`src/vrd_pkg.sv`:
```
// vrd_pkg: shared types and constants of the voxel ray caster
// no dependencies; used by every module of the block
package vrd_pkg;

  localparam int DELTA_W = 31;   // floor(2^30 / |dir|)
  localparam int FRAC_W  = 17;   // distance to the next boundary, up to 65536
  localparam int SIDE_W  = 57;   // side distance in Q.32, grows over the walk
  localparam int PROD_W  = 48;
  localparam int STEP_W  = 10;
  localparam int QDEPTH  = 4;
  localparam int QAW     = 2;

  localparam logic [1:0] AXIS_X = 2'd0;
  localparam logic [1:0] AXIS_Y = 2'd1;
  localparam logic [1:0] AXIS_Z = 2'd2;

  localparam logic [1:0] ST_HIT   = 2'd0;
  localparam logic [1:0] ST_LEFT  = 2'd1;
  localparam logic [1:0] ST_LIMIT = 2'd2;

  localparam logic [23:0] COLOUR_X = 24'h0000FF;
  localparam logic [23:0] COLOUR_Y = 24'h00FF00;
  localparam logic [23:0] COLOUR_Z = 24'hFF0000;

  typedef enum logic [1:0] {FR_IDLE, FR_DIV, FR_PUSH} vrd_front_e;

  typedef enum logic [2:0] {
    BK_CLEAR, BK_IDLE, BK_MUL, BK_READ, BK_CHECK, BK_DONE
  } vrd_back_e;

  typedef struct packed {
    logic                          is_cast;
    logic [2:0][4:0]               org_cell;
    logic [2:0][FRAC_W-1:0]        fnext;
    logic [2:0]                    neg;
    logic [2:0]                    inf;
    logic [2:0][DELTA_W-1:0]       delta;
    logic [2:0][4:0]               wcell;
    logic                          fill;
  } vrd_item_t;

  typedef struct packed {
    logic [1:0]        status;
    logic [1:0]        axis;
    logic [2:0][4:0]   hit;
    logic [23:0]       colour;
    logic [STEP_W-1:0] steps;
  } vrd_result_t;

endpackage

```
`src/vrd_queue.sv`:
```
// vrd_queue: short fifo of set-up items between front and back
// depends on vrd_pkg
module vrd_queue
  import vrd_pkg::*;
(
  input  logic      clk_i,
  input  logic      rst_ni,
  input  logic      push_i,
  input  vrd_item_t push_item_i,
  output logic      full_o,
  input  logic      pop_i,
  output vrd_item_t head_o,
  output logic      empty_o
);

  vrd_item_t        buf_q [QDEPTH];
  logic [QAW-1:0]   wptr_q, rptr_q;
  logic [QAW:0]     cnt_q;

  assign full_o  = (cnt_q == (QAW+1)'(QDEPTH));
  assign empty_o = (cnt_q == '0);
  assign head_o  = buf_q[rptr_q];

  always_ff @(posedge clk_i or negedge rst_ni) begin
    if (!rst_ni) begin
      wptr_q <= '0;
      rptr_q <= '0;
      cnt_q  <= '0;
    end else begin
      if (push_i) wptr_q <= wptr_q + 1'b1;
      if (pop_i)  rptr_q <= rptr_q + 1'b1;
      cnt_q <= cnt_q + (QAW+1)'(push_i) - (QAW+1)'(pop_i);
    end
  end

  always_ff @(posedge clk_i) begin
    if (push_i) buf_q[wptr_q] <= push_item_i;
  end

endmodule

```
`config.mk`:
```
export PLATFORM = sky130hd
export DESIGN_NAME = vrd_queue
export DESIGN_NICKNAME = d
export VERILOG_FILES = /design/src/vrd_pkg.sv /design/src/vrd_queue.sv
export SDC_FILE = /design/constraint.sdc
export NUM_CORES = 1
export LEC_CHECK = 0
export BUFFER_PORTS_ARGS = -buffer_cell sky130_fd_sc_hd__buf_4
export CAP_MARGIN = 20
export CORE_MARGIN = 3
export CORE_UTILIZATION = 40
export CTS_CLUSTER_DIAMETER = 40
export DETAILED_ROUTE_END_ITERATION = 16
export GPL_TIMING_DRIVEN = 1
export PLACE_DENSITY_LB_ADDON = 0.05
export SYNTH_ARGS = -nofsm -noshare
export SYNTH_HDL_FRONTEND = slang
export SYNTH_SLANG_ARGS = --single-unit
export TNS_END_PERCENT = 1
```
`constraint.sdc`:
```
create_clock -name clk_i -period 6.6 [get_ports clk_i]
set_input_delay 0.66 -clock clk_i [delete_from_list [all_inputs] [get_ports clk_i]]
set_output_delay 0.66 -clock clk_i [all_outputs]
set_load 0.05 [all_outputs]
```
==> results.py, run 1 <==
metrics = {
    "critical_path": {
        "worst-r2r-setup-slack_ns": 3.94,
        "worst_setup_path_endpoint": "head_o[98]",
        "worstReg2RegEnd": "buf_q[1][18]",
        "worstPathRequired_ns": 5.94,
        "cp_max_fo": 98,
        "timing.reg2reg.worst_path_depth": 4,
        "criticalPathCategory": "register to output pin",
        "worstPathArrival_ns": 3.24,
        "startpoint": "rptr_q[0]",
        "cp-start-kind": "register",
        "endpoint_kind": "output pin",
        "worst_r2r_startpoint": "wptr_q[1]",
    },
    "drt": {
        "post_detailed_route_drc_marker_count": 0,
        "wl_per_cell_um": 23.5,
        "drt_first_pass_iters": 4,
        "postRouteAntennaNets": 0,
        "num_vias": 12008,
        "viasPerCell": 5.01,
        "detail_route.iter0.violations": 732,
        "wirelength_um": 56300,
    },
    "grt": {
        "grt-ovfl-total": 0,
        "grt_start_max_net_pins": 113,
        "grt_antenna_before_repair": 8,
        "total_grt_usage_pct": 16.2,
        "grt_first_pass_wirelength_um": 84300,
        "first_global_vias": 13026,
    },
    "yosys": {
        "adder_cell_share_of_the_synthesized_area_pct": 0.357,
        "synth_area_um2": 26700,
        "synth_warnings": 0,
        "synth_top_area_share_pct": 82.0,
        "syn-num-nets": 1178,
        "number_of_unique_standard_cell_types_used_by_synthesis": 17,
        "netlist_instances": 985,
        "ys_ff_latch": 735,
        "synth_seq_area_share_pct": 82.7,
        "synth_area_leader_cell": "sky130_fd_sc_hd__edfxtp_1",
        "dominant_combinational_cell_family_by_area_after_synthesis": "multiplexers",
        "synth.mux.area_fraction_pct": 15.4,
        "synth-compound-area-share_pct": 0.0188,
        "netlist_top_cells_area": "sky130_fd_sc_hd__edfxtp_1 (82%), sky130_fd_sc_hd__mux4_2 (15%), sky130_fd_sc_hd__buf_6 (0.76%)",
        "synth-simple-area-share_pct": 0.164,
        "synthesized_area_fraction_occupied_by_xor_and_xnor_cells_pct": 0.164,
        "synth.avg_cell_area_um2": 27.1,
    },
    "die": {
        "initial_utilization_pct": 40.5,
        "core_box_area_um2": 65900,
        "pin_count": 370,
        "die_width_um": 264,
        "floorplan.rows": 94,
        "floorplan.die_area_um2": 69800,
        "die-height_um": 264,
    },
    "timing": {
        "finalWorstSetupSlack_ns": 2.70,
        "maxSlewViolCount": 0,
        "worstMarginPinSlew_ns": 1.07,
        "fin_crit_sh_pct": 59.1,
        "fin_crit_ns": 3.90,
        "maxClockFrequency_mhz": 256,
        "setup_violations": 0,
        "timing.max_slew.rel_slack_pct": 28.3,
        "setup-tns-final_ns": 0,
        "grt_setup_unrepaired": "no",
        "final_hold_violation_count": 0,
        "finalClockSkew_ns": 0.0227,
    },
    "clock_network": {
        "clockBufferDepth": 3,
        "cts-root-buf": "sky130_fd_sc_hd__clkbuf_16",
        "cts_inserted_buffers": 108,
        "tritoncts": "done",
        "numClockSinks": 735,
        "clk_transition_reported_paths_ns": 0.05,
        "cts_max_level": 3,
        "worst_skew_pair.late_latency_ns": 0.64,
    },
    "flow_run": {
        "cap_viol_max_count": 0,
    },
    "cells_and_area": {
        "final-instance-count-excl-fill": 2398,
        "mostFrequentLayoutCells": "sky130_fd_sc_hd__edfxtp_1 (728), sky130_fd_sc_hd__buf_4 (378), sky130_fd_sc_hd__mux4_2 (182)",
        "layout_cells_sized_above_1_pct": 49.5,
        "area_growth_pct": 28.6,
        "finalNetCount": 1631,
        "most_common_cell_after_layout_fill_and_taps_aside": "sky130_fd_sc_hd__edfxtp_1",
    },
    "placement": {
        "gp_congestion": 0.700,
        "port_buffers": 369,
        "place.detailed.instances": 2191,
        "place_worst_setup_slack_ns": 3.29,
        "detailed_place_hpwl_um": 32900,
    },
    "power_and_ir_drop": {
        "power_density_cells_nw_per_um2": 560,
        "vdd.ir_drop.worst_mv": 0.346,
        "leakagePower_uw": 0.0118,
    },
    "outcome": {
        "result_of_the_run": "finished, final reports clean",
    },
    "hold_path": {
        "timing.hold.worst.class": "primary input to register",
    },
}
state kept, by name, summed over array words and instances, names as in the netlist:
name and cells:
buf_q 728, cnt_q 3, rptr_q 2, wptr_q 2
repair_timing:
item                                   in CTS  in global routing
resized for setup                           0                  0
hold buffers                                1                  0
setup buffers                               0                  0
endpoints found under the hold margin       7                  0
through the flow:
stage | total power [µW] | hold WS, ns | instance area [µm²] | util, %
after floorplan | 11500 | 0.364 | 26700 | -
after global placement | 13400 | 0.483 | 30400 | 46.1
after detailed placement | 13400 | 0.488 | 30400 | 46.1
after CTS | 19500 | 0.159 | 34300 | 52.0
after global routing | 20000 | 0.175 | 34300 | 52.1
final | 19200 | 0.215 | 34300 | 52.1
cells in the mapped netlist:
cell type	count
sky130_fd_sc_hd__edfxtp_1	728
sky130_fd_sc_hd__mux4_2	182
sky130_fd_sc_hd__buf_2	19
sky130_fd_sc_hd__buf_6	18
sky130_fd_sc_hd__dfrtp_1	7
sky130_fd_sc_hd__ha_1	6
sky130_fd_sc_hd__inv_1	6
sky130_fd_sc_hd__and2_1	4
sky130_fd_sc_hd__clkbuf_1	3
sky130_fd_sc_hd__xnor2_1	3
sky130_fd_sc_hd__nand2_1	2
sky130_fd_sc_hd__xor2_1	2
sky130_fd_sc_hd__and3_1	1
sky130_fd_sc_hd__clkbuf_2	1
sky130_fd_sc_hd__fa_1	1
sky130_fd_sc_hd__nor3_1	1
sky130_fd_sc_hd__o21ai_0	1
critical path: stages, from the launching register on:
cell                      delay [ns]
sky130_fd_sc_hd__dfrtp_4        0.90
sky130_fd_sc_hd__buf_12         0.65
sky130_fd_sc_hd__mux4_2         0.61
sky130_fd_sc_hd__buf_4          0.21
routing by layer:
| metal | vias to the layer above | wire, µm | track usage [%] |
|---|---|---|---|
| met3 | 99 | 4420 | 6.24 |
| met4 | 8 | 1210 | 4.65 |
| met2 | 325 | 28500 | 26.4 |
| li1 | 5243 | - | - |
| met1 | 6333 | 22200 | 20.2 |
| met5 | - | 65 | 0 |
worst min path at each step:
stage	startpoint	end	slack, ns	depth (start not counted)
after detailed placement	rst_ni	cnt_q[0]	0.49	1
after global placement	rst_ni	wptr_q[0]	0.48	1
after global routing	push_item_i[164]	buf_q[1][164]	0.17	1
after floorplan	rst_ni	cnt_q[0]	0.36	0
final	push_item_i[175]	buf_q[0][175]	0.22	1
after CTS	push_item_i[11]	buf_q[3][11]	0.16	1
report_power, final:
part           total [µW]  internal [µW]  switching [µW]  leakage (µW)
Sequential           6410           6110             300       0.00677
Combinational        6750           2240            4520       0.00315
Clock                6020           3920            2090       0.00188
cells by family after synthesis:
logic type | count (synthesis)
simple gates | 8
flops | 735
fa+ha+maj | 7
xor+xnor | 5
buf+inv | 47
compound gates | 1
mux | 182
final cells by class:
| cell class | count | area (µm²) |
|---|---|---|
| tap | 864 | 1080 |
| sequential | 735 | 22000 |
| timing repair buffer | 384 | 2950 |
| inverter | 6 | 22.5 |
| multi-input combinational | 203 | 4300 |
| clock buffer | 119 | 2770 |
| antenna | 3 | 7.51 |
| fill | 5255 | 31600 |
| clock inverter | 84 | 1120 |
(Power assumes the default switching activity.)
==> run 2: changes to the inputs <==
==> constraint.sdc (replaced) <==
create_clock -name clk_i -period 3.6 [get_ports clk_i]
set_input_delay 0.36 -clock clk_i [delete_from_list [all_inputs] [get_ports clk_i]]
set_output_delay 0.36 -clock clk_i [all_outputs]
set_load 0.05 [all_outputs]
==> run 2 against run 1 <==
Against the previous run: global-route usage is 0.81 points higher; core utilization up 3.4 points; critical endpoint is now head_o[162]; die area stayed put; final area rose by 6.6%; register-to-register slack got worse by 2.4 ns; count of clock-buffer cells in the layout grew 5; sequential share of layout area shrank 4.0 points.
==> results.py, run 2 (synthesized netlist as in run 1, its figures left out) <==
metrics = {
    "cells_and_area": {
        "seq_area_um2": 22000,
        "area_growth_pct": 37.1,
        "largest-register": "buf_q",
        "final_util_pct": 55.5,
        "largest_reg_flops": 728,
        "most_common_cell_after_layout_fill_and_taps_aside": "sky130_fd_sc_hd__edfxtp_1",
        "finalNetCount": 1840,
        "layout_cells_sized_above_1_pct": 45.3,
        "final_design_area_no_fill_um2": 36600,
        "top_regs": "buf_q (728), cnt_q (3)",
        "final-instance-count-excl-fill": 2611,
        "final.fill_count": 5056,
        "multi_input_comb_area_um2": 4300,
        "mostFrequentLayoutCells": "sky130_fd_sc_hd__edfxtp_1 (728), sky130_fd_sc_hd__buf_4 (383), sky130_fd_sc_hd__dlygate4sd3_1 (185)",
    },
    "power_and_ir_drop": {
        "vdd.ir_drop.worst_mv": 0.677,
        "power_density_cells_nw_per_um2": 979,
        "leakagePower_uw": 0.0128,
    },
    "clock_network": {
        "buffers_inserted_by_post_cts_timing_repair": 0,
        "tritoncts": "done",
        "cts-root-buf": "sky130_fd_sc_hd__clkbuf_16",
        "cts_inserted_buffers": 112,
        "clk_transition_reported_paths_ns": 0.05,
        "worst_skew_pair.late_latency_ns": 0.64,
        "numClockSinks": 735,
        "cts_max_level": 3,
        "clockBufferDepth": 3,
    },
    "timing": {
        "setup_violations": 0,
        "setup-tns-final_ns": 0,
        "fin_crit_sh_pct": 84.5,
        "final_hold_violation_count": 0,
        "fin_crit_ns": 3.04,
        "maxClockFrequency_mhz": 329,
        "finalWorstSetupSlack_ns": 0.557,
        "grt_setup_unrepaired": "no",
        "worstMarginPinSlew_ns": 0.677,
        "timing.max_slew.rel_slack_pct": 54.9,
        "finalClockSkew_ns": 0.0164,
        "maxSlewViolCount": 0,
    },
    "die": {
        "floorplan.rows": 94,
        "die-height_um": 264,
        "pin_count": 370,
        "initial_utilization_pct": 40.5,
        "floorplan.die_area_um2": 69800,
        "die_width_um": 264,
        "core_box_area_um2": 65900,
    },
    "grt": {
        "first_global_vias": 14286,
        "gr-usage-met1_pct": 21.5,
        "grt-ovfl-total": 0,
        "grt_first_pass_wirelength_um": 89200,
        "globalRouteMet3Util_pct": 5.66,
        "total_grt_usage_pct": 17.0,
        "top_usage_layer": "met2",
        "grt_antenna_before_repair": 2,
        "grt_start_max_net_pins": 61,
        "use_met2_pct": 28.3,
    },
    "drt": {
        "num_vias": 12843,
        "wl_per_cell_um": 22.5,
        "drt_first_pass_iters": 5,
        "postRouteAntennaNets": 0,
        "wirelength_um": 58700,
        "detail_route.iter0.violations": 740,
        "viasPerCell": 4.92,
        "post_detailed_route_drc_marker_count": 0,
    },
    "placement": {
        "port_buffers": 369,
        "placement.cell_area_um2": 30700,
        "detailed_place_hpwl_um": 35800,
        "place_worst_setup_slack_ns": 1.15,
        "gp_congestion": 0.716,
        "place.detailed.instances": 2212,
    },
    "flow_run": {
        "cap_viol_max_count": 0,
    },
    "critical_path": {
        "worst-r2r-setup-slack_ns": 1.53,
        "cp-start-kind": "register",
        "worstPathArrival_ns": 2.68,
        "worst_r2r_startpoint": "wptr_q[0]",
        "criticalPathCategory": "register to output pin",
        "worstReg2RegEnd": "buf_q[2][54]",
        "cp_max_fo": 26,
        "timing.reg2reg.worst_path_depth": 4,
        "endpoint_kind": "output pin",
        "worstPathRequired_ns": 3.24,
    },
    "outcome": {
        "result_of_the_run": "finished, final reports clean",
    },
    "hold_path": {
        "timing.hold.worst.class": "primary input to asynchronous set/reset pin",
    },
}
==> run 2: cell types whose count changed in the layout (fill, tap and decap cells not counted), moves of 2 or more <==
cell / delta
sky130_fd_sc_hd__inv_6: -2
sky130_fd_sc_hd__clkbuf_8: +3
sky130_fd_sc_hd__buf_12: +16
sky130_fd_sc_hd__clkinvlp_4: +3
sky130_fd_sc_hd__clkinv_2: +6
sky130_fd_sc_hd__clkbuf_1: -2
sky130_fd_sc_hd__clkbuf_16: +4
sky130_fd_sc_hd__clkinv_8: +2
sky130_fd_sc_hd__clkinv_4: -3
sky130_fd_sc_hd__bufinv_16: -5
sky130_fd_sc_hd__inv_8: +4
sky130_fd_sc_hd__dlygate4sd3_1: +184
sky130_fd_sc_hd__buf_4: +5
==> run 2: layer usage <==
metal / up-vias / share of wire, %
li1: 5670 / -
met1: 6762 / 41
met2: 334 / 51
met3: 77 / 7.2
met4: 0 / 1.6
met5: - / 0
==> run 2: stage by stage <==
stage	hold slack, ns	power (µW)
finish	0.0819	35800
floorplan	0.0644	21000
CTS	0.0416	36400
global placement	0.189	25000
global route	0.0621	37200
detailed placement	0.191	25000
==> run 2: cell type report <==
type / count / area share [%]
inverter: 6 / 0.0616
clock buffer: 124 / 7.93
clock inverter: 88 / 2.89
sequential: 735 / 60.3
tap: 864 / 2.96
timing repair buffer: 589 / 14.1
antenna: 2 / 0.0137
multi-input combinational: 203 / 11.8
==> run 2: worst max path at each step <==
stage,from,slack (ns),end
6_report,rptr_q[0],0.56,head_o[162]
4_1_cts,rptr_q[0],0.42,head_o[162]
5_1_grt,rptr_q[0],0.35,head_o[162]
3_3_place_gp,rptr_q[0],1.17,head_o[157]
2_1_floorplan,wptr_q[0],-1.73,buf_q[2][0]
3_5_place_dp,rptr_q[0],1.15,head_o[162]
==> run 2: timing repair <==
item	4_1_cts	5_1_grt
hold buffers	185	0
setup endpoints to repair	0	0
hold endpoints to repair	740	0
gates resized for setup	0	0
==> run 2: worst max-delay path: stages, from the launching register on <==
cell,delay (ns)
sky130_fd_sc_hd__dfrtp_4,0.65
sky130_fd_sc_hd__buf_4,0.53
sky130_fd_sc_hd__mux4_2,0.60
sky130_fd_sc_hd__buf_4,0.21
==> run 2: power by group <==
group / switching (µW) / total, µW / internal (µW)
sequential: 455 / 11600 / 11200
clock: 3970 / 11100 / 7110
combinational: 8550 / 13100 / 4500
total: 13000 / 35800 / 22800
