$ cat config.mk
export PLATFORM = sky130hd
export DESIGN_NAME = vrd_front
export DESIGN_NICKNAME = d
export VERILOG_FILES = /design/src/vrd_pkg.sv /design/src/vrd_recip.sv /design/src/vrd_front.sv
export SDC_FILE = /design/constraint.sdc
export NUM_CORES = 1
export LEC_CHECK = 0
export BUFFER_PORTS_ARGS = -buffer_cell sky130_fd_sc_hd__buf_2
export CORE_ASPECT_RATIO = 1.75
export CORE_MARGIN = 10
export CORE_UTILIZATION = 33
export DETAILED_ROUTE_END_ITERATION = 10
export HOLD_SLACK_MARGIN = 0.06
export SLEW_MARGIN = 10
export SYNTH_ARGS = -nofsm -noshare
export SYNTH_HDL_FRONTEND = slang
export SYNTH_SLANG_ARGS = --single-unit
$ cat constraint.sdc
create_clock -name clk_i -period 7.1 [get_ports clk_i]
set_clock_uncertainty 0.1 [all_clocks]
set_input_delay 1.065 -clock clk_i [delete_from_list [all_inputs] [get_ports clk_i]]
set_output_delay 1.065 -clock clk_i [all_outputs]
set_load 0.02 [all_outputs]
$ cat src/vrd_pkg.sv
// vrd_pkg: shared types and constants of the voxel ray caster
// no dependencies; used by every module of the block
package vrd_pkg;

  localparam int DELTA_W = 31;   // floor(2^30 / |dir|)
  localparam int FRAC_W  = 17;   // distance to the next boundary, up to 65536
  localparam int SIDE_W  = 57;   // side distance in Q.32, grows over the walk
  localparam int PROD_W  = 48;
  localparam int STEP_W  = 10;
  localparam int QDEPTH  = 4;
  localparam int QAW     = 2;

  localparam logic [1:0] AXIS_X = 2'd0;
  localparam logic [1:0] AXIS_Y = 2'd1;
  localparam logic [1:0] AXIS_Z = 2'd2;

  localparam logic [1:0] ST_HIT   = 2'd0;
  localparam logic [1:0] ST_LEFT  = 2'd1;
  localparam logic [1:0] ST_LIMIT = 2'd2;

  localparam logic [23:0] COLOUR_X = 24'h0000FF;
  localparam logic [23:0] COLOUR_Y = 24'h00FF00;
  localparam logic [23:0] COLOUR_Z = 24'hFF0000;

  typedef enum logic [1:0] {FR_IDLE, FR_DIV, FR_PUSH} vrd_front_e;

  typedef enum logic [2:0] {
    BK_CLEAR, BK_IDLE, BK_MUL, BK_READ, BK_CHECK, BK_DONE
  } vrd_back_e;

  typedef struct packed {
    logic                          is_cast;
    logic [2:0][4:0]               org_cell;
    logic [2:0][FRAC_W-1:0]        fnext;
    logic [2:0]                    neg;
    logic [2:0]                    inf;
    logic [2:0][DELTA_W-1:0]       delta;
    logic [2:0][4:0]               wcell;
    logic                          fill;
  } vrd_item_t;

  typedef struct packed {
    logic [1:0]        status;
    logic [1:0]        axis;
    logic [2:0][4:0]   hit;
    logic [23:0]       colour;
    logic [STEP_W-1:0] steps;
  } vrd_result_t;

endpackage

$ cat src/vrd_recip.sv
// vrd_recip: restoring divider giving floor(2^30 / divisor), one bit a cycle
// depends on vrd_pkg
module vrd_recip
  import vrd_pkg::*;
(
  input  logic               clk_i,
  input  logic               rst_ni,
  input  logic               start_i,
  input  logic [15:0]        divisor_i,
  output logic               busy_o,
  output logic [DELTA_W-1:0] quot_o
);

  logic               busy_q;
  logic [4:0]         cnt_q;
  logic [15:0]        rem_q, div_q;
  logic [DELTA_W-1:0] quot_q;
  logic [16:0]        trial;
  logic               qbit;

  // dividend is a single one at the top bit
  assign trial = {rem_q, (cnt_q == 5'(DELTA_W - 1))};
  assign qbit  = (trial >= {1'b0, div_q});

  always_ff @(posedge clk_i or negedge rst_ni) begin
    if (!rst_ni) begin
      busy_q <= 1'b0;
    end else if (start_i) begin
      busy_q <= 1'b1;
    end else if (busy_q && cnt_q == 5'd0) begin
      busy_q <= 1'b0;
    end
  end

  always_ff @(posedge clk_i) begin
    if (start_i) begin
      cnt_q  <= 5'(DELTA_W - 1);
      rem_q  <= '0;
      quot_q <= '0;
      div_q  <= divisor_i;
    end else if (busy_q) begin
      rem_q  <= qbit ? 16'(trial - {1'b0, div_q}) : trial[15:0];
      quot_q <= {quot_q[DELTA_W-2:0], qbit};
      cnt_q  <= cnt_q - 5'd1;
    end
  end

  assign busy_o = busy_q;
  assign quot_o = quot_q;

endmodule

$ cat src/vrd_front.sv
// vrd_front: accepts items, classifies write or cast and sets up each axis
// depends on vrd_pkg and vrd_recip
module vrd_front
  import vrd_pkg::*;
(
  input  logic         clk_i,
  input  logic         rst_ni,
  input  logic         in_valid_i,
  output logic         in_ready_o,
  input  logic         cmd_i,
  input  logic [127:0] data_i,
  output logic         push_o,
  output vrd_item_t    push_item_o,
  input  logic         full_i
);

  vrd_front_e state_q, state_d;
  vrd_item_t  hold_q;
  logic       accept, start;
  logic [2:0] busy;
  logic [2:0][15:0]        mag;
  logic [2:0][DELTA_W-1:0] quot;
  logic [2:0][20:0]        org;
  logic [2:0][15:0]        dir;

  assign org[0] = data_i[20:0];
  assign org[1] = data_i[41:21];
  assign org[2] = data_i[62:42];
  assign dir[0] = data_i[78:63];
  assign dir[1] = data_i[94:79];
  assign dir[2] = data_i[110:95];

  assign accept = in_valid_i && in_ready_o;
  assign start  = accept && cmd_i;

  for (genvar k = 0; k < 3; k++) begin : g_axis
    assign mag[k] = dir[k][15] ? 16'(-dir[k]) : dir[k];
    vrd_recip u_recip (
      .clk_i, .rst_ni,
      .start_i(start), .divisor_i(mag[k]),
      .busy_o(busy[k]), .quot_o(quot[k])
    );
  end

  always_comb begin
    state_d = state_q;
    unique case (state_q)
      FR_IDLE: if (accept) state_d = cmd_i ? FR_DIV : FR_PUSH;
      FR_DIV:  if (busy == 3'b000) state_d = FR_PUSH;
      FR_PUSH: if (!full_i) state_d = FR_IDLE;
      default: state_d = FR_IDLE;
    endcase
  end

  always_comb begin
    in_ready_o  = (state_q == FR_IDLE);
    push_o      = (state_q == FR_PUSH) && !full_i;
    push_item_o = hold_q;
    push_item_o.delta = quot;
  end

  always_ff @(posedge clk_i or negedge rst_ni) begin
    if (!rst_ni) state_q <= FR_IDLE;
    else         state_q <= state_d;
  end

  always_ff @(posedge clk_i) begin
    if (accept) begin
      hold_q.is_cast <= cmd_i;
      for (int k = 0; k < 3; k++) begin
        hold_q.org_cell[k] <= org[k][20:16];
        hold_q.neg[k]      <= dir[k][15];
        hold_q.inf[k]      <= (mag[k] == 16'd0);
        hold_q.fnext[k]    <= dir[k][15] ? {1'b0, org[k][15:0]}
                                         : 17'h10000 - {1'b0, org[k][15:0]};
        hold_q.delta[k]    <= '0;
      end
      hold_q.wcell[0] <= data_i[115:111];
      hold_q.wcell[1] <= data_i[120:116];
      hold_q.wcell[2] <= data_i[125:121];
      hold_q.fill     <= data_i[126];
    end
  end

endmodule

==> results of run 1 <==
[path summary, 6_finish.rpt]
kind / start / to / slack [ps] / cells after the start
setup / recovery: g_axis[2].u_recip.cnt_q[0] / g_axis[2].u_recip.rem_q[0] / 3630 / 12
hold / removal: rst_ni / state_q[1] / 230 / 1
setup reg to reg: g_axis[2].u_recip.cnt_q[0] / g_axis[2].u_recip.rem_q[0] / 3630 / 12
hold reg to reg: g_axis[0].u_recip.rem_q[15] / g_axis[0].u_recip.rem_q[15] / 390 / 2
max in group asynchronous: rst_ni / g_axis[1].u_recip.busy_o / 6470 / 1
min in group clk_i: g_axis[0].u_recip.rem_q[15] / g_axis[0].u_recip.rem_q[15] / 390 / 2
[flip-flops by register name, indices dropped and copies added (netlist names)]
signal / cells
g_axis.u_recip.cnt_q: 15
g_axis.u_recip.busy_o: 3
g_axis.u_recip.quot_o: 93
g_axis.u_recip.div_q: 48
push_item_o: 89
g_axis.u_recip.rem_q: 48
state_q: 2
[power by group through the flow]
stage / clock network (W) / logic, W / registers (W)
2_1_floorplan: 0 / 0.00223 / 0.00316
3_3_place_gp: 0 / 0.00346 / 0.00285
3_5_place_dp: 0 / 0.00353 / 0.00286
4_1_cts: 0.00175 / 0.00354 / 0.00283
5_1_grt: 0.00181 / 0.00393 / 0.00291
6_report: 0.00169 / 0.00350 / 0.00283
[routing by layer]
layer  part of all wire (%)  vias up
met4                    3.2        4
li1                       -     5972
met5                  0.086        -
met1                     37     5633
met3                    8.2       73
met2                     51      336
[cell type report]
| cell class | instances | area (um^2) | share of cell area (%) |
|---|---|---|---|
| Multi-Input combinational cell | 1062 | 7160 | 39.1 |
| Antenna cell | 1 | 2.50 | 0.0137 |
| Inverter | 85 | 324 | 1.77 |
| Clock inverter | 12 | 103 | 0.561 |
| Clock buffer | 46 | 972 | 5.31 |
| Timing Repair Buffer | 324 | 1640 | 8.99 |
| Sequential cell | 298 | 7370 | 40.3 |
| Tap cell | 577 | 722 | 3.95 |
[stage by stage]
step	cell area (um^2)	worst slack (ps)	instances
finish	18300	3630	2405
global route	18300	3380	2404
CTS	18300	3590	2404
detailed placement	17200	3260	2346
global placement	17200	3370	2346
floorplan	15100	982	1509
[critical path, stage by stage, from the launching register on]
cell,delay (ps)
sky130_fd_sc_hd__dfxtp_1,370
sky130_fd_sc_hd__inv_1,80
sky130_fd_sc_hd__ha_1,200
sky130_fd_sc_hd__nand4_1,120
sky130_fd_sc_hd__ha_1,200
sky130_fd_sc_hd__inv_1,60
sky130_fd_sc_hd__a21oi_1,140
sky130_fd_sc_hd__o21ai_1,150
sky130_fd_sc_hd__a221o_1,450
sky130_fd_sc_hd__a21oi_1,730
sky130_fd_sc_hd__buf_4,320
sky130_fd_sc_hd__mux2_2,340
sky130_fd_sc_hd__a21oi_1,140
[cells by family (layout without fill, tap and decap cells)]
kind of cell               count (synthesis)  after routing  synth area share, %
AOI/OAI and AO/OA                        308            308                 12.7
xor gates and xnor gates                 123            123                 7.13
adders and majority gates                 66             66                 5.61
buffers and inverters                    149            467                 3.93
DFF                                      298            298                 48.7
muxes                                    112            112                 7.47
other                                      0              1                    0
and+or+nand+nor                          453            453                 14.4
[cells in the final DEF (no fill, tap or decap), drive strengths merged, types with 14 or more instances in the layout]
cell type,n
dfxtp,156
clkbuf,46
inv,88
nor3,30
a21o,20
a31oi,22
mux2i,106
xnor2,71
o21ai,84
buf,324
nand2,89
ha,63
xor2,52
a21oi,89
nand3,19
nor2,195
nand2b,19
nor4,21
edfxtp,137
o21a,14
==> results.md, run 1 <==
- The design draws 0.00801 W.
- The fraction of final layout cells with drive strength greater than 1 is 22.4%.
- The maximum clock frequency is 288 MHz.
- Once layout is complete, the utilization of the core stands at 40.4%.
- The net count of the finished layout is 2,001.
- By count the netlist is led by sky130_fd_sc_hd__nor2_1 (194), sky130_fd_sc_hd__dfxtp_1 (156), sky130_fd_sc_hd__edfxtp_1 (137), sky130_fd_sc_hd__mux2i_1 (106), sky130_fd_sc_hd__a21oi_1 (89).
- The post-synthesis cell type with the largest combined area is sky130_fd_sc_hd__edfxtp_1.
- The count of fill cells added during filler insertion is 4,410.
- For this design the total switching power over the nets is 0.00318 W.
- At the worst endpoint, the required time is 7510 ps.
- Once the clock tree was built, the setup fixing pass inserted 0 buffers.
- The final-report setup violation count is 0.
- The first global-routing pass estimated 64,200 um of wire.
- The max-slew violation total from the final report was 0.
- For the final routed database, the setup TNS stands at 0 ps.
- The minimum hold slack is 231 ps.
- Measured along the x axis, the die boundary spans 182 um.
- Yosys printed 0 warnings.
- The root cell of the clock tree is sky130_fd_sc_hd__clkbuf_16.
- Routability-driven placement finished with a final weighted congestion of 0.864.
- In the global route stage, overall resource usage came out at 13.9%.
- STA classifies the critical path endpoint as a register.
- In this run the tightest slew margin relative to its limit is 20.9%.
- In this run, the number of DRC markers left after iteration 0 of detailed routing was 389.
- The standard-cell row count is 103.
- Entering global routing, the biggest net connects 89 pins.
- The standby leakage power is 8.49 nW.
- The remaining number of nets flagged by the antenna check after routing is 0.
- The area growth from synthesis to layout is 21.1%.
- Of all flip-flops after synthesis, the portion carrying an async set or reset was 1.68%.
- The post-synth design cell area is 15,100 um^2.
- The fraction of power spent switching nets is 39.7%.
- The sum of overflow across all layers after global routing is 0.
- After global routing, the most crowded layer is met2.
- The die covers 55,100 um^2.
- The floorplan step defined a core boundary enclosing 45,200 um^2.
- The portion of total power attributed to the clock network is 21.1%.
- The internal power of the cells totals 0.00483 W.
- The clock period could shrink to 3470 ps.
- Global routing used 25.4% of the available met2 tracks.
- The clock tree from TritonCTS is built.
- The met1 capacity usage during global routing is 14.3%.
- The top cell type by area accounts for 27.2% of the synthesized area.
- Setup repair after global routing left no endpoint under its margin.
- The number of cells upsized or downsized after cts is 0.
- The deepest level of the CTS H-tree is 1.
- The path class of the tightest hold or removal check is primary input to asynchronous set/reset pin.
- Clock latency on the worst-skew pair, taken at its later pin, is 580 ps.
- The remaining design rule violation count is 0.
- 317 I/O pins were placed.
- The average vias per placed instance is 5.00.
- The actual transition at the worst max-transition pin is 1190 ps.
- By startpoint and endpoint, the worst setup path is classified as register to register.
- Of all nets on the critical path, the largest fanout is 12.
- The final wirelength is 39,700 um.
- The total iterations of the first detailed-routing run is 5.
- The average footprint of a synthesized cell is 10.0 um^2.
- The final worst-path cycle share is 48.9%.
- The clock drives 298 sinks.
- In this run the vertical extent of the chip is 303 um.
- Max-cap violations in this run came to 0.
- Clock tree synthesis inserted a total of 31 buffers.
- The flip-flop and latch count after synthesis is 298.
- Combinational cells account for 43.6% of the total power.
- The final count of hold timing violations is 0.
- In the final routed layout, each cell accounts on average for 16.5 um.
- The most common flop cell mapped by yosys is sky130_fd_sc_hd__dfxtp_1.
- The number of global-route vias before repair came to 12.3k.
- The element type at the critical path start is a register.
- Counting every net in the synthesized netlist gives 1,708.
- Buffers placed on the I/O ports in this run total 315.
- The hold-fix buffer count after cts is 0.
- The cell with the most instances after synthesis is sky130_fd_sc_hd__nor2_1.
- The number of antenna violations at the first check in global routing is 2.
- For this run, global-route usage on met3 was measured as 4.86%.
- The data arrival time at the worst-slack endpoint is 3880 ps.
- Once the floorplan was initialized, standard cells occupied 33.4% of the core.
- The detailed placer's ending HPWL is 29,900 um.
- After clock tree synthesis, the clock-pin slew on the worst setup and hold paths is 60 ps.
- The share of the Yosys chip area taken by registers is 48.7%.
- The ratio of total power to cell area is 438 nW/um^2.
- The maximum resistive drop on vdd is 273 uV.
- The sequential fraction of design power is 35.3%.
- After synthesis, the cell types taking the most area are sky130_fd_sc_hd__edfxtp_1 (27%), sky130_fd_sc_hd__dfxtp_1 (21%), sky130_fd_sc_hd__mux2i_1 (7.0%).
- The run finished with clean final reports.
- The synthesized netlist cell count is 1,509.
- The maximum buffer depth of the clock tree is 3.
- The number of different library cells in the post-synthesis netlist is 79.
- The overall via count from detail_route is 12.0k.
- Yosys mapped a number of flops with a built-in enable equal to 137.
Note: power is estimated with default switching activity, not from simulation.
==> inputs of run 2 (changes only) <==
==> constraint.sdc (replaced) <==
create_clock -name clk_i -period 2.81 [get_ports clk_i]
set_clock_uncertainty 0.1 [all_clocks]
set_input_delay 0.4215 -clock clk_i [delete_from_list [all_inputs] [get_ports clk_i]]
set_output_delay 0.4215 -clock clk_i [all_outputs]
set_load 0.02 [all_outputs]
==> results.md, run 2 (synthesis gave the netlist of run 1 again) <==
- Outcome: complete, but fails checks (was finished clean).
- The checks that failed: setup timing.
- The worst-case setup margin in the final layout came to -73.0 ps (was 3630 ps).
- The final wirelength is 41,700 um (was 39,700 um).
- The pin count of the biggest net entering global routing is 90 (was 89).
- The root cell of the clock tree is sky130_fd_sc_hd__clkbuf_16 (unchanged).
- The data required time at the worst endpoint is 3220 ps (was 7510 ps).
- The standby leakage power is 9.22 nW (was 8.49 nW).
- The clock sink count came to 298 (unchanged).
- The cell with the largest stage delay on the worst path is sky130_fd_sc_hd__dfxtp_2 (was sky130_fd_sc_hd__a21oi_1).
- The global-route wire length before repair is 66,700 um (was 64,200 um).
- The critical-path maximum fanout is 2 (was 12).
- The fraction of final layout cells with drive strength greater than 1 came to 25.8% (was 22.4%).
- The maximum resistive drop on vdd is 641 uV (was 273 uV).
- The number of antenna violations at the first check in global routing is 4 (was 2).
- The wire length per cell after detailed routing was 16.4 um (was 16.5 um).
- The maximum buffer depth of the clock tree was 3 (unchanged).
- Unrepaired setup endpoints after global routing: true (was false).
- The relative slew slack is 51.0% (was 20.9%).
- The pre-CTS setup slack is -162 ps (was 3260 ps).
- The overall die width is 182 um (unchanged).
- The final count of hold timing violations is 0 (unchanged).
- The final-report setup violation count is 1 (was 0).
- The maximum clock frequency is 347 MHz (was 288 MHz).
- The total of buffers placed on input and output ports is 315 (unchanged).
- The latest clock arrival within the worst-skew pair is 580 ps (about the same).
- The detailed placer's ending HPWL was 30,400 um (was 29,900 um).
- The path type of the worst min-delay path is primary input to asynchronous set/reset pin (unchanged).
- The clock tree from TritonCTS is built (unchanged).
- The commonest non-fill, non-tap cell in the layout was sky130_fd_sc_hd__buf_2 (unchanged).
- Highest-count cells in the layout ignoring fill and taps: sky130_fd_sc_hd__buf_2 (315), sky130_fd_sc_hd__nor2_1 (194), sky130_fd_sc_hd__dfxtp_1 (153) (was sky130_fd_sc_hd__buf_2 (315), sky130_fd_sc_hd__nor2_1 (194), sky130_fd_sc_hd__dfxtp_1 (156)).
- The CTS clock-pin slew for the worst setup and hold paths is 70 ps (was 60 ps).
- The standard-cell row count came to 103 (unchanged).
- The total iterations of the first detailed-routing run came to 4 (was 5).
- The deepest level of the CTS H-tree is 1 (unchanged).
- The kind of cell adding the most delay to the critical path is compound AO/OA/AOI/OAI gates (unchanged).
- The critical path endpoint category is a register (unchanged).
- The remaining design rule violation count was 0 (unchanged).
- The category of the critical setup timing path is register to register (unchanged).
- The first-iteration detailed-routing DRC count came to 428 (was 389).
- The routability congestion estimate from global placement is 0.868 (was 0.864).
- The max-slew violation total from the final report was 0 (unchanged).
- The reported max-cap violation count came to 0 (unchanged).
- The die outline area is 55,100 um^2 (unchanged).
- The number of global-route vias before repair is 13.1k (was 12.3k).
- The antenna diode count is 0 (was 1).
- The total routing usage reported by global routing is 14.4% (was 13.9%).
- The count of fill cells added during filler insertion was 4,199 (was 4,410).
- Crit path cell chain: inv_2, ha_4, nand4_1, ha_2, fa_2, nor2b_2, o31a_1, o41ai_4, a21oi_2, o21a_1, o21ai_1, or3b_1, a31oi_1 (was inv_1, ha_1, nand4_1, ha_1, inv_1, a21oi_1, o21ai_1, a221o_1, a21oi_1, buf_4, mux2_2, a21oi_1).
- The number of top-level pins was 317 (unchanged).
- The placed instance area came to 17,700 um^2 (was 17,200 um^2).
- The average vias per placed instance is 4.94 (was 5.00).
- The area growth from synthesis to layout is 31.8% (was 21.1%).
- The actual transition at the worst max-transition pin was 735 ps (was 1190 ps).
- The remaining number of nets flagged by the antenna check after routing was 0 (unchanged).
- The buffers plus inverters on the worst setup path came to 1 (was 3).
- The final critical path time including I/O delays and setup came to 2880 ps (was 3470 ps).
- The data arrival time at the worst-slack endpoint is 3290 ps (was 3880 ps).
- The number of nets in the layout came to 2,143 (was 2,001).
- The element type at the critical path start is a register (unchanged).
- The flip-flop count of the largest register, all copies and words added is 93 (unchanged).
- The placeable core region is 45,200 um^2 (unchanged).
- The total clock buffers created by CTS is 30 (was 31).
- The biggest cell delay along the critical path is 340 ps (was 730 ps).
- The ratio of total power to cell area is 1080 nW/um^2 (was 438 nW/um^2).
- The initial core utilization is 33.4% (unchanged).
- The final worst-path cycle share was 103% (was 48.9%).
- The die boundary height came to 303 um (unchanged).
- The overall via count from detail_route came to 12.6k (was 12.0k).
- The final instance area is 19,900 um^2 (was 18,300 um^2).
- The sum of overflow across all layers after global routing is 0 (unchanged).
## run 2: cell count changes in the layout (fill, tap and decap cells not counted), moves of 5 or more
cell                            delta
sky130_fd_sc_hd__a21oi_1           -5
sky130_fd_sc_hd__buf_12            +6
sky130_fd_sc_hd__buf_4            +53
sky130_fd_sc_hd__buf_6             +5
sky130_fd_sc_hd__o21ai_0           -9
sky130_fd_sc_hd__dlygate4sd3_1    +79
sky130_fd_sc_hd__ha_1              -7
sky130_fd_sc_hd__ha_2              +5
sky130_fd_sc_hd__o21ai_1           +7
## run 2: area by class of cell
type	count	area [um^2]	area share, %
multi-input cells	1062	7410	37.2
inverters	85	324	1.63
well taps	577	722	3.63
repair buffers	467	3010	15.1
clock inverters	8	101	0.509
flip-flops and latches	298	7370	37.0
clock buffers	48	975	4.89
## run 2: path summary, 6_finish.rpt
kind	start	endpoint	slack, ps	depth (start not counted)
max	g_axis[2].u_recip.cnt_q[0]	g_axis[2].u_recip.rem_q[12]	-70	13
min	rst_ni	state_q[1]	110	2
max reg2reg	g_axis[2].u_recip.cnt_q[0]	g_axis[2].u_recip.rem_q[12]	-70	13
min reg2reg	g_axis[1].u_recip.quot_o[30]	g_axis[1].u_recip.quot_o[30]	390	2
max in group asynchronous	rst_ni	g_axis[1].u_recip.busy_o	2310	2
min in group clk_i	data_i[26]	push_item_o[137]	110	2
## run 2: report_power, final
group          switching [W]  leakage [nW]  internal (W)  total [W]
clock                0.00175         0.530       0.00256    0.00432
combinational        0.00570          6.07       0.00441     0.0101
sequential          0.000971          2.62       0.00615    0.00712
## run 2: repair_timing
item                                    in CTS  in global routing
endpoints found under the setup margin      17                 37
hold buffers                                79                  0
pin swaps                                   11                 44
gates resized for setup                     18                 47
hold endpoints to repair                    81                  0
buffers inserted                             1                  9
## run 2: per-layer routing
| layer | wire (um) | share of wire [%] | global-route usage, % |
|---|---|---|---|
| met3 | 3280 | 7.9 | 4.85 |
| met5 | 46 | 0.11 | 0 |
| met1 | 14900 | 36 | 14.0 |
| met4 | 1300 | 3.1 | 5.56 |
| met2 | 22100 | 53 | 27.4 |
## run 2: metrics by stage
step	power (W)	hold WS [ps]	TNS (ps)	utilization [%]	cells
after floorplan	0.0136	25.9	0	-	1509
final	0.0215	107	-73.0	44.0	2545
after CTS	0.0214	60.1	0	43.4	2537
after global routing	0.0232	82.2	-1010	44.0	2545
after detailed placement	0.0168	174	-1570	39.2	2401
after global placement	0.0166	175	-905	39.2	2401
